### config.mk
export PLATFORM = sky130hd
export DESIGN_NAME = rcs_token_lexer
export DESIGN_NICKNAME = d
export VERILOG_FILES = /design/src/hw/rtl/rcs_lex_pkg.sv /design/src/hw/rtl/rcs_token_lexer.sv
export SDC_FILE = /design/constraint.sdc
export NUM_CORES = 1
export LEC_CHECK = 0
export BUFFER_PORTS_ARGS = -buffer_cell sky130_fd_sc_hd__buf_4
export CAP_MARGIN = 20
export CORE_AREA = 2 2 107 135
export CTS_CLUSTER_DIAMETER = 80
export DETAILED_ROUTE_END_ITERATION = 10
export DIE_AREA = 0 0 109 137
export PLACE_DENSITY = 0.55
export SYNTH_ARGS = -nofsm -noshare
export SYNTH_HDL_FRONTEND = slang
export SYNTH_SLANG_ARGS = --single-unit
### constraint.sdc
create_clock -name aclk -period 7.96 [get_ports aclk]
set_input_delay 1.99 -clock aclk [delete_from_list [all_inputs] [get_ports aclk]]
set_output_delay 1.99 -clock aclk [all_outputs]
set_load 0.005 [all_outputs]
### src/hw/rtl/rcs_lex_pkg.sv
// ----------------------------------------------------------------------------
// rcs_lex_pkg
// shared types and constants for the rcs token lexer
// ----------------------------------------------------------------------------
package rcs_lex_pkg;

    typedef enum logic [1:0] {
        MODE_IDLE   = 2'd0,
        MODE_WORD   = 2'd1,
        MODE_STR    = 2'd2,
        MODE_STR_AT = 2'd3
    } lex_mode_t;

    typedef enum logic [2:0] {
        TT_STRING = 3'd0,
        TT_SYMBOL = 3'd1,
        TT_NUMBER = 3'd2,
        TT_SEMI   = 3'd3,
        TT_COLON  = 3'd4,
        TT_EOI    = 3'd5
    } tok_class_t;

    localparam logic OP_DATA = 1'b0;
    localparam logic OP_EOI  = 1'b1;

    localparam logic KIND_BYTE = 1'b0;
    localparam logic KIND_END  = 1'b1;

    localparam logic [7:0] CH_AT    = 8'h40;
    localparam logic [7:0] CH_DOT   = 8'h2E;
    localparam logic [7:0] CH_SEMI  = 8'h3B;
    localparam logic [7:0] CH_COLON = 8'h3A;
    localparam logic [7:0] CH_ZERO  = 8'h30;
    localparam logic [7:0] CH_NINE  = 8'h39;
    localparam logic [7:0] CH_SPACE = 8'h20;
    localparam logic [7:0] CH_TAB   = 8'h09;
    localparam logic [7:0] CH_CR    = 8'h0D;

    // result queue depth, must hold two words beyond what is in flight
    localparam int unsigned QUEUE_DEPTH = 4;
    localparam int unsigned QUEUE_AW    = $clog2(QUEUE_DEPTH);

    typedef struct packed {
        logic        kind;
        tok_class_t  tok_class;
        logic [7:0]  data;
        logic        last;
    } lex_result_t;

endpackage

### src/hw/rtl/rcs_token_lexer.sv
// ----------------------------------------------------------------------------
// rcs_token_lexer
// streaming tokenizer for rcs-format byte streams
// ----------------------------------------------------------------------------
// One word enters per cycle: a data byte (s_tuser low) or an end-of-input
// marker (s_tuser high). Each input word yields zero, one or two result
// words: content bytes of a token (m_tuser low) and token-end markers
// (m_tuser high) carrying the token type in m_tdata[2:0]. Strings are
// @-quoted with @@ standing for one @; words are symbols unless made only of
// digits and dots, then numbers; ';' and ':' are tokens of their own and
// also end a word. The input word is held in a register, then the lexer
// state update and result generation run in one combinational pass and the
// results land in a four-entry result queue. Sustained rate is one input
// word per cycle while the results keep up; a second result (closing quote,
// word ended by ';' or ':', end of input inside a token) is absorbed by the
// queue. m_tlast marks the final result of an input.
// ----------------------------------------------------------------------------
module rcs_token_lexer
    import rcs_lex_pkg::*;
(
    input  logic        aclk,
    input  logic        aresetn,

    input  logic        s_tvalid,
    output logic        s_tready,
    input  logic [7:0]  s_tdata,   // [7:0] byte_in
    input  logic        s_tuser,   // [0] op

    output logic        m_tvalid,
    input  logic        m_tready,
    output logic [15:0] m_tdata,   // [2:0] tok_class, [10:3] data_out, [15:11] zero
    output logic        m_tuser,   // [0] kind
    output logic        m_tlast    // last result of this input word
);

    // input register
    logic       in_valid_reg;
    logic       in_op_reg;
    logic [7:0] in_byte_reg;

    // lexer state
    lex_mode_t  mode_reg, mode_next;
    logic       saw_letter_reg, saw_letter_next;

    // result queue
    lex_result_t               q_mem_reg [QUEUE_DEPTH];
    logic [QUEUE_AW-1:0]       q_wr_ptr_reg;
    logic [QUEUE_AW-1:0]       q_rd_ptr_reg;
    logic [QUEUE_AW:0]         q_count_reg;
    logic [QUEUE_AW:0]         q_count_next;

    logic       q_room;
    logic       fire;
    logic       pop;

    // byte classes
    logic b_space, b_num, b_at, b_semi, b_colon;

    // results of this pass
    lex_result_t res0, res1;
    logic [1:0]  res_n;

    // idle handling of the current byte
    logic        idle_emit;
    lex_result_t idle_res;
    lex_mode_t   idle_mode;
    logic        idle_saw;

    // queue can take two more words without counting a pop
    assign q_room   = (q_count_reg <= (QUEUE_AW+1)'(QUEUE_DEPTH - 2));
    assign fire     = in_valid_reg && q_room;
    assign s_tready = !in_valid_reg || q_room;
    assign pop      = m_tvalid && m_tready;

    always_ff @(posedge aclk) begin
        if (!aresetn) begin
            in_valid_reg <= 1'b0;
        end else if (s_tready) begin
            in_valid_reg <= s_tvalid;
        end
        if (s_tready && s_tvalid) begin
            in_op_reg   <= s_tuser;
            in_byte_reg <= s_tdata;
        end
    end

    // byte classification
    always_comb begin
        b_space = (in_byte_reg == CH_SPACE)
               || (in_byte_reg >= CH_TAB && in_byte_reg <= CH_CR);
        b_num   = (in_byte_reg >= CH_ZERO && in_byte_reg <= CH_NINE)
               || (in_byte_reg == CH_DOT);
        b_at    = (in_byte_reg == CH_AT);
        b_semi  = (in_byte_reg == CH_SEMI);
        b_colon = (in_byte_reg == CH_COLON);
    end

    // what a byte does between tokens
    always_comb begin
        idle_emit = 1'b0;
        idle_res  = '{kind: KIND_BYTE, tok_class: TT_STRING, data: 8'd0, last: 1'b0};
        idle_mode = MODE_IDLE;
        idle_saw  = 1'b0;
        priority if (b_space) begin
            idle_emit = 1'b0;
        end else if (b_semi) begin
            idle_emit          = 1'b1;
            idle_res.kind      = KIND_END;
            idle_res.tok_class = TT_SEMI;
        end else if (b_colon) begin
            idle_emit          = 1'b1;
            idle_res.kind      = KIND_END;
            idle_res.tok_class = TT_COLON;
        end else if (b_at) begin
            idle_mode = MODE_STR;
        end else begin
            idle_emit     = 1'b1;
            idle_res.data = in_byte_reg;
            idle_mode     = MODE_WORD;
            idle_saw      = !b_num;
        end
    end

    // next state
    always_comb begin
        mode_next       = mode_reg;
        saw_letter_next = saw_letter_reg;
        if (fire) begin
            if (in_op_reg == OP_EOI) begin
                mode_next       = MODE_IDLE;
                saw_letter_next = 1'b0;
            end else begin
                unique case (mode_reg)
                    MODE_IDLE: begin
                        mode_next       = idle_mode;
                        saw_letter_next = idle_saw;
                    end
                    MODE_WORD: begin
                        if (b_space || b_semi || b_colon) begin
                            mode_next       = MODE_IDLE;
                            saw_letter_next = 1'b0;
                        end else begin
                            saw_letter_next = saw_letter_reg || !b_num;
                        end
                    end
                    MODE_STR: begin
                        if (b_at) begin
                            mode_next = MODE_STR_AT;
                        end
                    end
                    MODE_STR_AT: begin
                        if (b_at) begin
                            mode_next = MODE_STR;
                        end else begin
                            mode_next       = idle_mode;
                            saw_letter_next = idle_saw;
                        end
                    end
                    default: begin
                        mode_next = MODE_IDLE;
                    end
                endcase
            end
        end
    end

    // results
    always_comb begin
        lex_result_t word_end;
        lex_result_t str_end;
        lex_result_t eoi_end;
        lex_result_t content;

        word_end = '{kind: KIND_END, tok_class: saw_letter_reg ? TT_SYMBOL : TT_NUMBER,
                     data: 8'd0, last: 1'b0};
        str_end  = '{kind: KIND_END, tok_class: TT_STRING, data: 8'd0, last: 1'b0};
        eoi_end  = '{kind: KIND_END, tok_class: TT_EOI, data: 8'd0, last: 1'b0};
        content  = '{kind: KIND_BYTE, tok_class: TT_STRING, data: in_byte_reg, last: 1'b0};

        res0  = content;
        res1  = content;
        res_n = 2'd0;

        if (in_op_reg == OP_EOI) begin
            unique case (mode_reg)
                MODE_IDLE: begin
                    res0  = eoi_end;
                    res_n = 2'd1;
                end
                MODE_WORD: begin
                    res0  = word_end;
                    res1  = eoi_end;
                    res_n = 2'd2;
                end
                default: begin
                    res0  = str_end;
                    res1  = eoi_end;
                    res_n = 2'd2;
                end
            endcase
        end else begin
            unique case (mode_reg)
                MODE_IDLE: begin
                    res0  = idle_res;
                    res_n = idle_emit ? 2'd1 : 2'd0;
                end
                MODE_WORD: begin
                    if (b_space) begin
                        res0  = word_end;
                        res_n = 2'd1;
                    end else if (b_semi || b_colon) begin
                        res0  = word_end;
                        res1  = idle_res;
                        res_n = 2'd2;
                    end else begin
                        res_n = 2'd1;
                    end
                end
                MODE_STR: begin
                    res_n = b_at ? 2'd0 : 2'd1;
                end
                default: begin
                    // just after an '@' inside a string
                    if (b_at) begin
                        res_n = 2'd1;
                    end else begin
                        res0  = str_end;
                        res1  = idle_res;
                        res_n = idle_emit ? 2'd2 : 2'd1;
                    end
                end
            endcase
        end

        if (res_n == 2'd1) begin
            res0.last = 1'b1;
        end
        if (res_n == 2'd2) begin
            res1.last = 1'b1;
        end
    end

    // queue count
    always_comb begin
        q_count_next = q_count_reg;
        if (fire) begin
            q_count_next = q_count_next + (QUEUE_AW+1)'(res_n);
        end
        if (pop) begin
            q_count_next = q_count_next - (QUEUE_AW+1)'(1);
        end
    end

    always_ff @(posedge aclk) begin
        if (!aresetn) begin
            mode_reg       <= MODE_IDLE;
            saw_letter_reg <= 1'b0;
            q_wr_ptr_reg   <= '0;
            q_rd_ptr_reg   <= '0;
            q_count_reg    <= '0;
        end else begin
            mode_reg       <= mode_next;
            saw_letter_reg <= saw_letter_next;
            q_count_reg    <= q_count_next;
            if (fire) begin
                q_wr_ptr_reg <= q_wr_ptr_reg + QUEUE_AW'(res_n);
            end
            if (pop) begin
                q_rd_ptr_reg <= q_rd_ptr_reg + QUEUE_AW'(1);
            end
        end
    end

    // queue storage, payload only
    always_ff @(posedge aclk) begin
        if (fire && res_n != 2'd0) begin
            q_mem_reg[q_wr_ptr_reg] <= res0;
        end
        if (fire && res_n == 2'd2) begin
            q_mem_reg[q_wr_ptr_reg + QUEUE_AW'(1)] <= res1;
        end
    end

    // output side
    lex_result_t head;
    assign head     = q_mem_reg[q_rd_ptr_reg];
    assign m_tvalid = (q_count_reg != '0);
    assign m_tdata  = {5'd0, head.data, head.tok_class};
    assign m_tuser  = head.kind;
    assign m_tlast  = head.last;

endmodule
# Yosys cells after proc, flatten, opt, wreduce, memory -nomap -nowiden
# Memory sizes are Yosys's and may differ from the RTL's. A register that Yosys moved wholly into a read port is not among the register bits.
# Index checks and enable logic that the tools add are counted.
dict set report totals {
  ram_bits 52
  register_bits 20
  n_memories 1
  output_inout_bits 20
}
dict set report op_classes {
  addsub 5
  n_reduce_logical 23
  eq_ne 13
  mux 59
  order_cmp 5
}
# memory words width read_ports rd_clocked_by_memory_dff wr line_no
set memory_table {}
lappend memory_table {q_mem_reg 4 13 1 1 2 rcs_token_lexer.sv:46} ;# lex_result_t q_mem_reg [QUEUE_DEPTH];
# operator n
set ops {}
lappend ops {{13-bit 2-to-1 mux} 9}
lappend ops {{13-bit one-hot mux with 3 select lines} 1}
lappend ops {{2-bit 2-to-1 mux} 17}
lappend ops {{8-bit by 6-bit equality test with 1-bit output, second input constant} 4}
lappend ops {{13-bit one-hot mux with 2 select lines} 1}
lappend ops {{8-bit 2-to-1 mux} 3}
lappend ops {{12-bit one-hot mux with 2 select lines} 1}
lappend ops {{1-bit 2-to-1 mux} 19}
lappend ops {{12-bit 2-to-1 mux} 1}
lappend ops {{3-bit != test, second input constant} 3}
lappend ops {{8-bit by 7-bit equality test with 1-bit output, second input constant} 1}
lappend ops {{8-bit by 4-bit greater-or-equal comparator with 1-bit output, second input constant} 1}
lappend ops {{8-bit by 6-bit greater-or-equal comparator with 1-bit output, second input constant} 1}
lappend ops {{8-bit by 4-bit less-or-equal comparator with 1-bit output, second input constant} 1}
lappend ops {{8-bit by 6-bit less-or-equal comparator with 1-bit output, second input constant} 1}
lappend ops {{4-bit 2-to-1 mux} 2}
lappend ops {{2-bit one-hot mux with 4 select lines} 1}
lappend ops {{1-bit logical AND} 7}
lappend ops {{1-bit logical OR} 7}
lappend ops {{2-bit equality test, second input constant} 3}
lappend ops {{3-bit 2-to-1 mux} 2}
lappend ops {{2-bit one-hot mux with 3 select lines} 1}
lappend ops {{3-bit AND reduction} 2}
lappend ops {{2-bit by 1-bit adder with 2-bit output, second input constant} 2}
lappend ops {{other kinds (12)} 14}

# Logic depth before layout (Yosys ltp)
dict set report logic_depth {
  word_depth 13
  mapped_depth 15
  depth_no_buf 12
}

# Least setup slack after synthesis
# OpenSTA, ideal clock, no wires.
dict set report synth_path {
  path_type {reg-to-output}
  startpoint {reg with a tool-made name}
  endpoint {out m_tdata[0]}
  path_buffers 1
  path_stages_with_launch 3
  t_arrival_ps 1533
  required_time_ps 5970
  slack_ps 4437
  cell_sequence {dfxtp_1 buf_1 mux4_2}
}
# element line_no
set synth_lines {}
lappend synth_lines {{end, declared} rcs_token_lexer.sv:31} ;# output logic [15:0] m_tdata,

==> results.ini <==
[worst_setup_path]
r2r_cells=12
end_kind=output pin
critPathArrivalTime_ns=2.05
criticalPathCategory=reg2out
path_max_fanout=13
required_ns=5.97
r2r_start=in_byte_reg[2]$_DFFE_PP_
critPathLaunchType=flip-flop
rrSetupSlack_ns=3.96
r2r_end=q_count_reg[2]$_SDFF_PN0_

[power]
p_int_uw=857.3
switching_share_pct=29.99
p_switching_uw=367.3
power_uw=1225
seq_power_share_pct=45.2
clkPwrFrac_pct=28.9
ir_drop_mv=0.1253
share_comb_of_total_power_pct=25.9
p_leak_uw=0.001537
powerDensity_nw_per_um2=267.2

[final_layout]
largest_reg_flops=52
layout_commonest_cell=edfxtp_1
final_cell_mix=edfxtp_1, buf_4, a21oi_1, o21ai_0
multi_input_area_um2=1742
syn2layout_area_growth_pct=14.58
nFillCells=1356
drive_gt1_share_pct=19.34
fin_nets=375
fin_area_um2=4583
seqCellArea_um2=2092
utilization_pct=33.62
diodes=0

[routing]
drtPass1Iterations=5
wl_mm=9.023
drtIter0Drc=280
via_per_inst=5.222
drc=0
vias=2804
final_antenna_net_count=0
routed_wire_length_per_instance_um=16.80

[placed_design]
gp_congestion=0.8467
dp_slack_ns=3.989
detailed_place.area_um2=4330
dpl.hpwl_mm=6.399
port_buffers=27

[sta]
slew_violations=0
relSlewSlack_pct=26.14
max_freq_mhz=247.3
layout_setup_ws_ns=3.916
fin_tns_setup_ns=0
post-route-min-period_ns=4.044
fin_crit_sh_pct=50.81
rsz0062_at_grt=no
setup_violations=0
skew_ns=0.008032
hold_viol_final=0
tightest_slew_ns=1.100

[cts]
clockBufferDepth=2
cts-root-buf=clkbuf_16
cts_setup_buffers=0
numCtsBuffers=9
cts.reportedPaths.clkPinSlew_ns=0.05
htree_num_levels=3
clk_latency_ns=0.34
cts_tree=done
hold_buffers=0
clock_sinks=74
ctsResizeCount=0

[yosys]
synth_warnings=0
ys_seq_area_share_pct=52.30
yosys_most_used_dff=edfxtp_1
synth_edf_count=61
syn_avg_cell_area_um2=11.63
syn_area_um2=4000
ys_types=61
async_flop_share_pct=0
ys_ff_latch=74
synth_cells=344

[worst_hold_path]
min_to=q_rd_ptr_reg[1]$_SDFFE_PN0P_
hp-start=q_rd_ptr_reg[1]$_SDFFE_PN0P_
hold_path_class=reg2reg
min_path_cells=2

[die]
die_area_um2=14930
io_pins=33
row_count=48
die_width_um=109
core_area_um2=13630
die_h_um=137
initial_utilization_pct=29.34

[grt]
grt_pass1_wl_mm=14.64
grt_overflow=0
grt_use_total_pct=12.92
antenna_found_initial=0
grt_max_degree=24
grt_pass1_vias=2715

[flow_run]
drv_cap=0

[outcome]
run_status=completed

==> stage by stage <==
stage	std cells	hold slack (ns)
after detailed placement	522	0.5096
after global routing	537	0.5523
after CTS	537	0.5315
after global placement	522	0.5132
final	537	0.5334
after floorplan	348	0.4847
==> Yosys cell counts, drive strengths merged (6+ instances only) <==
| cell | count | area [um2] |
|---|---|---|
| buf | 17 | 98.84 |
| a21oi | 30 | 153.9 |
| nand2 | 18 | 67.56 |
| mux4 | 13 | 292.8 |
| o21ai | 27 | 135.1 |
| mux2i | 8 | 80.08 |
| clkbuf | 17 | 65.06 |
| nor4 | 6 | 58.80 |
| o31ai | 20 | 163.9 |
| inv | 7 | 26.28 |
| nor2 | 16 | 60.06 |
| edfxtp | 61 | 1832 |
| dfxtp | 13 | 260.3 |
| nand3 | 8 | 40.04 |
| o211ai | 12 | 90.09 |
| and2 | 6 | 37.54 |
==> power groups by stage <==
stage               sequential [uW]  combinational, uW  clock, uW
CTS                             556                322        358
floorplan                       510                251          0
detailed placement              563                321          0
finish                          554                317        354
global placement                559                316          0
global route                    566                352        375
==> critical path, stage by stage, from the launching register on <==
cell,delay [ns]
dfxtp_1,0.95
mux4_2,0.62
buf_4,0.15
==> logic make-up after synthesis <==
family          share of synthesized area [%]
simple gates                            12.89
compound gates                          18.24
mux                                     9.321
flops                                   52.30
fa+ha+maj                               1.439
other cells                           0.09375
xor+xnor                               0.8760
buf+inv                                 4.848
==> layer usage <==
layer	GRT usage (%)	part of all wire, %	wire length [um]
met5	0	0	0
met4	4.630	1.5	139
met3	2.714	4.0	365
met2	21.08	50	4469
met1	16.85	45	4049
==> how the worst max path moves through the flow <==
| stage | startpoint | end | slack, ns | cells after the start |
|---|---|---|---|---|
| detailed placement | in_byte_reg[2]$_DFFE_PP_ | q_count_reg[2]$_SDFF_PN0_ | 3.99 | 12 |
| global placement | in_byte_reg[2]$_DFFE_PP_ | q_count_reg[2]$_SDFF_PN0_ | 4.07 | 12 |
| global route | in_byte_reg[2]$_DFFE_PP_ | q_count_reg[2]$_SDFF_PN0_ | 3.60 | 12 |
| finish | flip-flop | m_tdata[3] | 3.92 | 2 |
| CTS | flip-flop | m_tdata[9] | 3.81 | 2 |
| floorplan | flip-flop | m_tdata[0] | 4.44 | 2 |
==> final cells by class <==
class | count | area share, %
sequential | 74 | 45.65
multi-input combinational | 232 | 38.00
timing repair buffer | 33 | 5.405
clock buffer | 11 | 5.078
tap | 175 | 4.778
inverter | 8 | 0.6552
clock inverter | 4 | 0.4368
No activity file was read; power rests on OpenSTA's default activity.
